==> src/hdl/fau_pkg.sv <==
// Shared constants and types for the fraction arithmetic unit.
`default_nettype none

package fau_pkg;

  localparam int WORD_BITS_DEF = 32;

  localparam logic [2:0] CMD_ADD = 3'd0;
  localparam logic [2:0] CMD_SUB = 3'd1;
  localparam logic [2:0] CMD_MUL = 3'd2;
  localparam logic [2:0] CMD_DIV = 3'd3;
  localparam logic [2:0] CMD_RED = 3'd4;

  localparam logic [1:0] ST_OK  = 2'd0;
  localparam logic [1:0] ST_OVF = 2'd1;
  localparam logic [1:0] ST_ZZ  = 2'd2;

  typedef struct packed {
    logic carry;
    logic zero;
  } alu_flags_t;

endpackage

`default_nettype wire

==> src/hdl/fau_mul.sv <==
// Registered magnitude multiplier shared by all products of one item.
`default_nettype none

module fau_mul #(
  parameter int WORD_BITS = fau_pkg::WORD_BITS_DEF
) (
  input  wire logic                   clk,
  input  wire logic [WORD_BITS-1:0]   x,
  input  wire logic [WORD_BITS-1:0]   y,
  output logic      [2*WORD_BITS-1:0] p
);

  always_ff @(posedge clk) begin
    p <= (2*WORD_BITS)'(x) * (2*WORD_BITS)'(y);
  end

endmodule

`default_nettype wire

==> src/hdl/fau_alu.sv <==
// Shared wide adder and subtractor used by the sum, GCD and division steps.
`default_nettype none

module fau_alu #(
  parameter int DW = 2 * fau_pkg::WORD_BITS_DEF
) (
  input  wire logic [DW-1:0]    a,
  input  wire logic [DW-1:0]    b,
  input  wire logic             sub,
  output logic      [DW-1:0]    y,
  output fau_pkg::alu_flags_t   flags
);

  logic [DW:0] full;

  assign full        = {1'b0, a} + {1'b0, b ^ {DW{sub}}} + (DW+1)'(sub);
  assign y           = full[DW-1:0];
  assign flags.carry = full[DW];
  assign flags.zero  = (full[DW-1:0] == '0);

endmodule

`default_nettype wire

==> src/hdl/fraction_alu_with_reduce.sv <==
// Top level of the fraction arithmetic unit with GCD reduction.
// Arithmetic opcodes form products first, reduce goes straight to reduction and undefined
// opcodes to the result. Reduction adds a check state, a binary GCD loop and, unless the odd
// GCD part is one, two restoring divisions of numerator and denominator by it. Only one item
// is in flight: no new beat is taken until the result loads. Reset clears the sequencer and
// output valid and sets auto_reduce.
`default_nettype none

module fraction_alu_with_reduce #(
  parameter int WORD_BITS = fau_pkg::WORD_BITS_DEF
) (
  input  wire logic        clk,
  input  wire logic        rst,
  input  wire logic        cfg_we,
  input  wire logic        cfg_data,
  input  wire logic        req_valid,
  output logic             req_stall,
  input  wire logic [2:0]  cmd,
  input  wire logic [31:0] a_num,
  input  wire logic [31:0] a_den,
  input  wire logic [31:0] b_num,
  input  wire logic [31:0] b_den,
  output logic             rsp_valid,
  input  wire logic        rsp_stall,
  output logic [31:0]      res_num,
  output logic [31:0]      res_den,
  output logic [1:0]       status
);

  localparam int W  = WORD_BITS;
  localparam int MW = 2 * WORD_BITS;
  localparam int CW = $clog2(MW);
  localparam logic [MW-1:0] LIM = MW'(1) << (W - 1);

  typedef enum logic [11:0] {
    S_IDLE = 12'b000000000001,
    S_LOAD = 12'b000000000010,
    S_MUL2 = 12'b000000000100,
    S_MUL3 = 12'b000000001000,
    S_MUL4 = 12'b000000010000,
    S_ADD  = 12'b000000100000,
    S_ADD2 = 12'b000001000000,
    S_RED  = 12'b000010000000,
    S_GCD  = 12'b000100000000,
    S_DIVN = 12'b001000000000,
    S_DIVD = 12'b010000000000,
    S_FIN  = 12'b100000000000
  } state_t;

  state_t state;
  logic   auto_reduce;

  logic [2:0]    r_cmd;
  logic [W-1:0]  r_an, r_ad, r_bn, r_bd;
  logic [W-1:0]  an_mag, ad_mag, bn_mag, bd_mag;
  logic          an_s, ad_s, bn_s, bd_s;

  logic [MW-1:0] n_mag, d_mag, t_mag;
  logic          n_neg, d_neg, t_neg;
  logic          zz;
  logic [MW-1:0] gx, gy;
  logic [MW-1:0] dq, drem;
  logic [CW-1:0] cnt;

  logic [W-1:0]  mul_x, mul_y;
  logic [MW-1:0] mul_p;
  logic          p_nz;

  logic [MW-1:0]       alu_a, alu_b, alu_y;
  logic                alu_sub;
  fau_pkg::alu_flags_t alu_f;

  logic   is_addsub, is_sub, is_mul, fin_go, n_fit, d_fit;
  state_t after_arith;
  logic [W-1:0]  n_emit, d_emit;
  logic [MW-1:0] quo;

  assign an_s = r_an[W-1];
  assign ad_s = r_ad[W-1];
  assign bn_s = r_bn[W-1];
  assign bd_s = r_bd[W-1];
  assign an_mag = an_s ? (~r_an + W'(1)) : r_an;
  assign ad_mag = ad_s ? (~r_ad + W'(1)) : r_ad;
  assign bn_mag = bn_s ? (~r_bn + W'(1)) : r_bn;
  assign bd_mag = bd_s ? (~r_bd + W'(1)) : r_bd;

  assign is_addsub   = (r_cmd == fau_pkg::CMD_ADD) || (r_cmd == fau_pkg::CMD_SUB);
  assign is_sub      = (r_cmd == fau_pkg::CMD_SUB);
  assign is_mul      = (r_cmd == fau_pkg::CMD_MUL);
  assign after_arith = auto_reduce ? S_RED : S_FIN;
  assign fin_go      = !rsp_valid || !rsp_stall;
  assign req_stall   = (state != S_IDLE);
  assign p_nz        = (mul_p != '0);
  assign quo         = {dq[MW-2:0], alu_f.carry};

  assign n_fit  = (n_mag[MW-1:W-1] == '0) || (n_neg && (n_mag == LIM));
  assign d_fit  = (d_mag[MW-1:W-1] == '0) || (d_neg && (d_mag == LIM));
  assign n_emit = n_neg ? (~n_mag[W-1:0] + W'(1)) : n_mag[W-1:0];
  assign d_emit = d_neg ? (~d_mag[W-1:0] + W'(1)) : d_mag[W-1:0];

  always_comb begin
    mul_x = an_mag;
    mul_y = bd_mag;
    unique case (state)
      S_LOAD: begin
        mul_x = an_mag;
        mul_y = is_mul ? bn_mag : bd_mag;
      end
      S_MUL2: begin
        mul_x = ad_mag;
        priority if (is_addsub) mul_y = bn_mag;
        else if (is_mul)       mul_y = bd_mag;
        else                   mul_y = bn_mag;
      end
      default: begin
        mul_x = ad_mag;
        mul_y = bd_mag;
      end
    endcase
  end

  always_comb begin
    alu_a   = n_mag;
    alu_b   = t_mag;
    alu_sub = 1'b1;
    unique case (state)
      S_ADD: begin
        alu_a   = n_mag;
        alu_b   = t_mag;
        alu_sub = (n_neg != t_neg);
      end
      S_ADD2: begin
        alu_a = t_mag;
        alu_b = n_mag;
      end
      S_GCD: begin
        alu_a = gy;
        alu_b = gx;
      end
      S_DIVN, S_DIVD: begin
        alu_a = {drem[MW-2:0], dq[MW-1]};
        alu_b = gx;
      end
      default: begin
        alu_sub = 1'b0;
      end
    endcase
  end

  fau_mul #(.WORD_BITS(W)) u_mul (
    .clk (clk),
    .x   (mul_x),
    .y   (mul_y),
    .p   (mul_p)
  );

  fau_alu #(.DW(MW)) u_alu (
    .a     (alu_a),
    .b     (alu_b),
    .sub   (alu_sub),
    .y     (alu_y),
    .flags (alu_f)
  );

  always_ff @(posedge clk) begin
    if (rst) begin
      auto_reduce <= 1'b1;
    end else if (cfg_we) begin
      auto_reduce <= cfg_data;
    end
  end

  always_ff @(posedge clk) begin
    if (rst) begin
      rsp_valid <= 1'b0;
    end else if ((state == S_FIN) && fin_go) begin
      rsp_valid <= 1'b1;
    end else if (!rsp_stall) begin
      rsp_valid <= 1'b0;
    end
  end

  always_ff @(posedge clk) begin
    if (rst) begin
      state <= S_IDLE;
    end else begin
      unique case (state)
        S_IDLE: begin
          if (req_valid) begin
            r_cmd <= cmd;
            r_an  <= a_num[W-1:0];
            r_ad  <= a_den[W-1:0];
            r_bn  <= b_num[W-1:0];
            r_bd  <= b_den[W-1:0];
            state <= S_LOAD;
          end
        end
        S_LOAD: begin
          n_mag <= MW'(an_mag);
          n_neg <= an_s;
          d_mag <= MW'(ad_mag);
          d_neg <= ad_s;
          zz    <= 1'b0;
          priority if (r_cmd <= fau_pkg::CMD_DIV) state <= S_MUL2;
          else if (r_cmd == fau_pkg::CMD_RED)    state <= S_RED;
          else                                   state <= S_FIN;
        end
        S_MUL2: begin
          n_mag <= mul_p;
          n_neg <= p_nz && (an_s ^ (is_mul ? bn_s : bd_s));
          state <= S_MUL3;
        end
        S_MUL3: begin
          if (is_addsub) begin
            t_mag <= mul_p;
            t_neg <= p_nz && (bn_s ^ ad_s ^ is_sub);
            state <= S_MUL4;
          end else begin
            d_mag <= mul_p;
            d_neg <= p_nz && (ad_s ^ (is_mul ? bd_s : bn_s));
            state <= after_arith;
          end
        end
        S_MUL4: begin
          d_mag <= mul_p;
          d_neg <= p_nz && (ad_s ^ bd_s);
          state <= S_ADD;
        end
        S_ADD: begin
          if (!alu_sub || alu_f.carry) begin
            n_mag <= alu_y;
            n_neg <= n_neg && !alu_f.zero;
            state <= after_arith;
          end else begin
            state <= S_ADD2;
          end
        end
        S_ADD2: begin
          n_mag <= alu_y;
          n_neg <= t_neg;
          state <= after_arith;
        end
        S_RED: begin
          priority if ((n_mag == '0) && (d_mag == '0)) begin
            zz    <= 1'b1;
            state <= S_FIN;
          end else if (n_mag == '0) begin
            d_mag <= MW'(1);
            state <= S_FIN;
          end else if (d_mag == '0) begin
            n_mag <= MW'(1);
            state <= S_FIN;
          end else begin
            gx    <= n_mag;
            gy    <= d_mag;
            state <= S_GCD;
          end
        end
        S_GCD: begin
          priority if (gy == '0) begin
            dq   <= n_mag;
            drem <= '0;
            cnt  <= '0;
            if (gx == MW'(1)) begin
              state <= S_FIN;
            end else begin
              state <= S_DIVN;
            end
          end else if (!gx[0] && !gy[0]) begin
            // Common factors of two come out of the fraction itself here.
            gx    <= gx >> 1;
            gy    <= gy >> 1;
            n_mag <= n_mag >> 1;
            d_mag <= d_mag >> 1;
          end else if (!gx[0]) begin
            gx <= gx >> 1;
          end else if (!gy[0]) begin
            gy <= gy >> 1;
          end else if (alu_f.carry) begin
            gy <= alu_y;
          end else begin
            gx <= gy;
            gy <= gx;
          end
        end
        S_DIVN: begin
          if (cnt == CW'(MW - 1)) begin
            n_mag <= quo;
            dq    <= d_mag;
            drem  <= '0;
            cnt   <= '0;
            state <= S_DIVD;
          end else begin
            drem <= alu_f.carry ? alu_y : alu_a;
            dq   <= quo;
            cnt  <= cnt + CW'(1);
          end
        end
        S_DIVD: begin
          drem <= alu_f.carry ? alu_y : alu_a;
          dq   <= quo;
          cnt  <= cnt + CW'(1);
          if (cnt == CW'(MW - 1)) begin
            d_mag <= quo;
            state <= S_FIN;
          end
        end
        S_FIN: begin
          if (fin_go) begin
            res_num <= 32'($signed(n_emit));
            res_den <= 32'($signed(d_emit));
            priority if (zz)          status <= fau_pkg::ST_ZZ;
            else if (!n_fit || !d_fit) status <= fau_pkg::ST_OVF;
            else                       status <= fau_pkg::ST_OK;
            state <= S_IDLE;
          end
        end
        default: begin
          state <= S_IDLE;
        end
      endcase
    end
  end

  a_accept_loads: assert property (@(posedge clk) disable iff (rst)
    (req_valid && !req_stall) |=> (state == S_LOAD))
    else $error("accepted beat did not start the sequencer");

  a_gcd_nonzero: assert property (@(posedge clk) disable iff (rst)
    (state == S_GCD) |-> (gx != '0))
    else $error("GCD loop running with a zero operand");

  a_div_odd: assert property (@(posedge clk) disable iff (rst)
    ((state == S_DIVN) || (state == S_DIVD)) |-> gx[0])
    else $error("divisor is not the odd GCD");

  a_zz_zero: assert property (@(posedge clk) disable iff (rst)
    (rsp_valid && (status == fau_pkg::ST_ZZ)) |-> ((res_num == '0) && (res_den == '0)))
    else $error("zero over zero flagged on a nonzero result");

endmodule

`default_nettype wire

==> config.mk <==
export PLATFORM = sky130hd
export DESIGN_NAME = fraction_alu_with_reduce
export DESIGN_NICKNAME = d
export VERILOG_FILES = /design/src/hdl/fau_pkg.sv /design/src/hdl/fau_mul.sv /design/src/hdl/fau_alu.sv /design/src/hdl/fraction_alu_with_reduce.sv
export SDC_FILE = /design/constraint.sdc
export NUM_CORES = 2
export LEC_CHECK = 0
export BUFFER_PORTS_ARGS = -buffer_cell sky130_fd_sc_hd__buf_2
export CAP_MARGIN = 20
export CELL_PAD_IN_SITES_DETAIL_PLACEMENT = 0
export CELL_PAD_IN_SITES_GLOBAL_PLACEMENT = 1
export CORE_MARGIN = 10
export CORE_UTILIZATION = 25
export DETAILED_ROUTE_END_ITERATION = 6
export PLACE_DENSITY_LB_ADDON = 0.1
export SETUP_SLACK_MARGIN = 0.4
export SLEW_MARGIN = 20
export SYNTH_ARGS = -nofsm -noshare
export SYNTH_HDL_FRONTEND = slang
export SYNTH_SLANG_ARGS = --single-unit
==> constraint.sdc <==
create_clock -name clk -period 22.4 [get_ports clk]
set_input_delay 1.12 -clock clk [delete_from_list [all_inputs] [get_ports clk]]
set_output_delay 1.12 -clock clk [all_outputs]
set_load 0.1 [all_outputs]
# Yosys cells after proc, flatten, opt, wreduce, memory -nomap -nowiden
# Index checks and enable logic that the tools add are counted.
[op_classes] order_cmp=1 n_eq_ne=40 n_mul=1 n_div=0 mux=82 reduce_logical=55 shift=0 bitwise_logic=13 n_addsub=9
[ops] op="$mux 64" count=30
[ops] op="$pmux 64 s7" count=1
[ops] op="$pmux 64 s2" count=3
[ops] op="$pmux 64 s3" count=2
[ops] op="$pmux 64 s6" count=1
[ops] op="$mux 32" count=10
[ops] op="$logic_not 64->1" count=4
[ops] op="$add 32x1->32 const B" count=6
[ops] op="$not 32->32" count=6
[ops] op="$mux 63" count=3
[ops] op="$pmux 63 s3" count=1
[ops] op="$mux 12" count=14
[ops] op="$pmux 12 s12" count=1
[ops] op="$eq 64x32->1 const B" count=2
[ops] op="$logic_not 33->1" count=2
[ops] op="$add 64x64->65" count=1
[ops] op="$add 65x1->65" count=1
[ops] op="$eq 64x1->1 const B" count=1
[ops] op="$mul 32x32->64" count=1
[ops] op="$pmux 32 s2" count=1
[ops] op="$reduce_bool 64->1" count=1
[ops] op="$xor 64x64->64" count=1
[ops] op="$ne 2x2->1 const B" count=15
[ops] op="$reduce_and 3->1" count=7
[ops] op="48 further kinds" count=86
[totals] wordCells=226 regBits=732 mem_bits_rw=0 output_inout_bits=68 n_memories=0 mem_bits_ro=0 input_bits=137 latchBits=0

# Logic depth before layout (Yosys ltp)
[logic_depth] word_depth=12 depth_mapped=44 depth_no_buf=43

# Hierarchy
# From an unflattened synthesis, not the netlist that was laid out.
[hier_totals] hier_cells=8109 hier_area_um2=76144.3
[by_module_without_submodules] mod="fraction_alu_with_reduce" area_each_um2=36581.3 cells_per_inst=3610 seq_area_each_um2=19919.1 instances=1
[by_module_without_submodules] mod="fau_mul" area_each_um2=34668.2 cells_per_inst=3781 seq_area_each_um2=1281.2 instances=1
[by_module_without_submodules] mod="fau_alu" area_each_um2=4894.7 cells_per_inst=718 seq_area_each_um2=0.0 instances=1

# Least setup slack after synthesis
# No wires, ideal clock.
[synth_timing] path_type="reg-to-reg" startpoint="reg state[11]" endpoint="reg cnt[0], enable pin" n_path_buf=2 path_stages_with_launch=7 synth_period_minus_slack_ps=11322 required_ps=21612 setup_time_ps=788 t_arrival_ps=10534 setup_slack_ps=11078 path_cell_list="dfxtp_1 > nor4_4 > and2_1 > buf_4 > nand2_1 > clkbuf_1 > nor3_1"
[synth_between] elab_chain_len=3 word_cells_on_any_way=6 cone_classes="eq/ne (4); reduce/logical (2)"
[synth_rtl] element="start, declared" line="fraction_alu_with_reduce.sv:50" source="state_t state;"
[synth_rtl] element="start signal, assigned" line="fraction_alu_with_reduce.sv:221" source="state <= after_arith;"
[synth_rtl] element="start signal, assigned" line="fraction_alu_with_reduce.sv:233" source="state <= after_arith;"
[synth_rtl] element="start signal, assigned" line="fraction_alu_with_reduce.sv:241" source="state <= after_arith;"
[synth_rtl] element="$eq 12x9->1, or another cell as far along" line="fraction_alu_with_reduce.sv:187" source="unique case (state)"
[synth_rtl] element="$ne 2x2->1 (no line) / $reduce_bool 3->1 (equally long branches)"
[synth_rtl] element="$reduce_and 3->1 (no line) (*)"
[synth_rtl] element="end signal, assigned" line="fraction_alu_with_reduce.sv:296" source="cnt <= cnt + CW'(1);"
[synth_rtl] element="end signal, assigned" line="fraction_alu_with_reduce.sv:302" source="cnt <= cnt + CW'(1);"
[synth_rtl] element="end, declared" line="fraction_alu_with_reduce.sv:63" source="logic [CW-1:0] cnt;"
# Every way passes the cells marked *; elsewhere a longest branch is shown, timed or not.
# A chain may end at the register's enable or synchronous reset.

# Worst setup path after layout
[layout_timing] startpoint="reg r_an[0]" endpoint="reg u_mul.p[62]"
[layout_between] elab_chain_len=5
[layout_rtl] element="start, declared" line="fraction_alu_with_reduce.sv:54" source="logic [W-1:0] r_an, r_ad, r_bn, r_bd;"
[layout_rtl] element="start signal, assigned" line="fraction_alu_with_reduce.sv:191" source="r_an <= a_num[W-1:0];"
[layout_rtl] element="$not 32->32" line="fraction_alu_with_reduce.sv:82" source="assign an_mag = an_s ? (~r_an + W'(1)) : r_an;"
[layout_rtl] element="$add 32x1->32" line="fraction_alu_with_reduce.sv:82"
[layout_rtl] element="$mux 32 (*)" line="fraction_alu_with_reduce.sv:82"
[layout_rtl] element="$mux 32 (*)" line="fraction_alu_with_reduce.sv:104" source="unique case (state)"
[layout_rtl] element="$mul 32x32->64 (*)" line="fau_mul.sv:14" source="p <= (2*WORD_BITS)'(x) * (2*WORD_BITS)'(y);"
[layout_rtl] element="end signal, assigned" line="fau_mul.sv:14"
[layout_rtl] element="end, declared" line="fau_mul.sv:10" source="output logic [2*WORD_BITS-1:0] p"
# Marks and branches as above.

==> metrics.txt <==
Arrival @ worst endpoint about 13,000 ps; Slowest cell on crit path xor2_1; Post-Syn Area per Cell 9.44 sq um; Post-Syn Instances 7,805; max-slew violation count 0; pin count of the biggest net entering global routing 85; DR pass1 iterations 7; CP max stage delay approximately 920 ps; Hold Crit Class flip-flop to flip-flop; Worst setup SP type flip-flop; TritonCTS clock tree yes; CTS H-tree depth 3; Setup Slack @ Placement approximately 10000 ps; Slew @ Worst Pin 1250 ps; Yosys Warn Count 0; syn nets 9,172; IO Port Bufs ~200; total number of vias a little over 60,000; Reg2Reg Depth 39; Synth top area share 0.267; Crit path top cell by count fa_1; Max Fclk approximately 81 MHz; setup tns final 0 ps; Crit Path Max Fanout 25; total CTS buffers 92; Post-DP HPWL ~280 mm; outcome complete, but fails checks; die area 317,000 sq um; area grow syn2layout 12.6%; antenna violations before repair 40; io pins slightly above 200; CTS resizes 0; GR Overflow Total 0; clock latency on the worst-skew pair around 730 ps; CP endpoint kind flip-flop; Clock Skews 43.0 ps; Num Clock Sinks roughly 730; Clock Pin Slew Worst Setup and Hold Paths roughly 60 ps; worst flop-to-flop path endpoint u_mul.p[62]$_DFF_P_; die width between 500 and 600 microns; Post-Synth Adder-Cell Area 0.300; vias in the first global route between 60,000 and 70,000; synthesized cell area around 74,000 sq um; GP Congestion 0.875; Post-synth ARST share 0; final setup margin between 10,000 and 15,000 ps; total track usage 0.223; antenna viol nets, final 0; Seq/Total Area, Yosys 0.288; final setup fails 0; multiplexer area fraction after synthesis 0.0125; # nets final between 9,000 and 10,000; Core Box Area around 290,000 sq um; Hold Vio Cnt, Final 0; largest area contributor in the netlist edfxtp_1; Max Root-Sink Buffers 3; hold_sp rsp_valid$_SDFFE_PP0P_; Yosys cell types between 90 and 100; main combinational cell family by area after synthesis adder cells; Post-synth EDFFs approximately 650; Post-Route WL 364 mm; vias per inst 5.17; WHS Endpoint rsp_valid$_SDFFE_PP0P_; hold path cells 2; hold buffers post-CTS 0; Worst Path Required approximately 23,000 ps; Yosys reg bits around 730; site row count 199; critical path class flip-flop to flip-flop; DRC 48; Die Ht 563 microns; Starting Density 0.251; Synth area leaders edfxtp_1 (27%), fa_1 (24%), ha_1 (5.7%), inv_1 (5.6%), nand2_1 (4.7%); first-pass GRT wire length about 500 mm; RSZ-0062 raised after global routing no; ys flop type edfxtp_1; Slew HR 0.165; failing checks design-rule violations; Synth Area in Compound Gates 0.141; Root Driver clkbuf_16; postcts setup bufs 0; final hold slack about 500 ps; Avg WL per Cell roughly 31 microns; r2r setup slk 10,040 ps; crit share post-route 0.552; Final min period roughly 12,000 ps; Synth Area in XOR/XNOR 0.0435; DRT iter0 DRCs 6,549; FF-to-FF Start r_an[0]$_DFFE_PP_; max cap viols 0; Synth Area in Simple Gates 0.133; share of layout cells above drive strength 1 0.0888
-- per-layer routing --
metal | track usage | vias up | share of wire
li1 | - | 26400 | -
met1 | 0.308 | 32000 | 0.45
met2 | 0.369 | 2360 | 0.47
met3 | 0.0291 | 410 | 0.058
met4 | 0.0572 | 8 | 0.029
met5 | 0 | - | 0.00017
-- per-stage QoR --
| step | instances | cell area (sq um) | utilization |
|---|---|---|---|
| CTS | 11800 | 82900 | 0.282 |
| finish | 11800 | 82900 | 0.282 |
| detailed placement | 11700 | 79900 | 0.272 |
| floorplan | 7805 | 73700 | - |
| global route | 11800 | 82900 | 0.282 |
| global placement | 11700 | 79800 | 0.272 |
-- how the worst max path moves through the flow --
stage                                 from             endpoint  slack (ps)  cells after the start
floorplan           state[11]$_SDFFE_PP0P_     cnt[0]$_DFFE_PP_       11080                      6
global placement         r_an[0]$_DFFE_PP_  u_mul.p[62]$_DFF_P_        9960                     39
detailed placement       r_an[0]$_DFFE_PP_  u_mul.p[62]$_DFF_P_        9980                     39
CTS                      r_an[0]$_DFFE_PP_  u_mul.p[62]$_DFF_P_        9930                     39
global route             r_an[0]$_DFFE_PP_  u_mul.p[62]$_DFF_P_        9110                     40
finish                   r_an[0]$_DFFE_PP_  u_mul.p[62]$_DFF_P_       10040                     39
-- cells by family (layout without fill, tap and decap cells) --
logic type / Yosys count / after routing
multiplexers: 91 / 91
flip-flops: 732 / 732
buffers and inverters: 1585 / 1696
AO/OA/AOI/OAI: 1550 / 1550
other: 0 / 7
AND/OR/NAND/NOR: 2251 / 2251
adder cells (fa/ha/maj): 1230 / 1230
XOR/XNOR: 366 / 366
-- cell type report --
class,count,area (sq um)
fillers,31100,211000
multi-input cells,5488,46900
well taps,3919,4900
clock inverters,36,343
diodes,7,17.5
clock buffers,133,2670
repair buffers,430,2750
inverters,1097,4120
flip-flops and latches,732,21200
-- registers in the layout (all words and copies together) (netlist names), 63 cells and up --
signal / count
dq: 64
gx: 64
d_mag: 64
n_mag: 64
t_mag: 64
u_mul.p: 64
gy: 64
drem: 63
-- cells in the mapped netlist, drive strengths merged (10+ instances only) --
| library cell | n |
|---|---|
| dfxtp | 78 |
| ha | 333 |
| or3 | 31 |
| nor3 | 44 |
| mux2 | 10 |
| or4 | 29 |
| xor2 | 185 |
| inv | 1097 |
| nand2 | 917 |
| or2 | 16 |
| a211oi | 17 |
| a31oi | 29 |
| nor2 | 822 |
| and2 | 35 |
| o21a | 56 |
| a222oi | 187 |
| nand4 | 47 |
| buf | 89 |
| nand3 | 49 |
| a22oi | 66 |
| o41ai | 32 |
| o21ai | 494 |
| a21oi | 312 |
| nand2b | 55 |
| clkbuf | 399 |
| and3 | 41 |
| o31ai | 59 |
| mux2i | 81 |
| a221oi | 72 |
| o21bai | 21 |
| nor2b | 27 |
| fa | 897 |
| xnor2 | 181 |
| nor4 | 98 |
| edfxtp | 654 |
| a21o | 118 |
| o211ai | 27 |
-- critical path: cells and delay by family (launching register included) --
kind / cells / cell delay, ps
fa+ha+maj: 10 / 4700
compound gates: 10 / 2680
simple gates: 11 / 2550
xor+xnor: 2 / 1040
buf+inv: 6 / 750
flops: 1 / 490
-- cells in the final DEF, fill, tap and decap left out, types with 39 or more instances in the layout --
| master | n |
|---|---|
| mux2i_1 | 70 |
| nor4_1 | 93 |
| nor2_1 | 815 |
| inv_1 | 1097 |
| edfxtp_1 | 654 |
| a22oi_1 | 65 |
| nand4_1 | 47 |
| fa_1 | 897 |
| nor3_1 | 39 |
| xor2_1 | 184 |
| buf_2 | 204 |
| nand2b_1 | 53 |
| a221oi_1 | 69 |
| ha_1 | 333 |
| xnor2_1 | 179 |
| o31ai_1 | 56 |
| o21ai_0 | 433 |
| and3_1 | 39 |
| a21oi_1 | 305 |
| nand3_1 | 48 |
| clkbuf_16 | 97 |
| o21a_1 | 53 |
| dfxtp_1 | 78 |
| nand2_1 | 912 |
| a222oi_1 | 187 |
| buf_4 | 223 |
| a21o_1 | 117 |
Power is not shown: default switching activity piles up to over one toggle a cycle in this logic, so the estimate is an artifact.
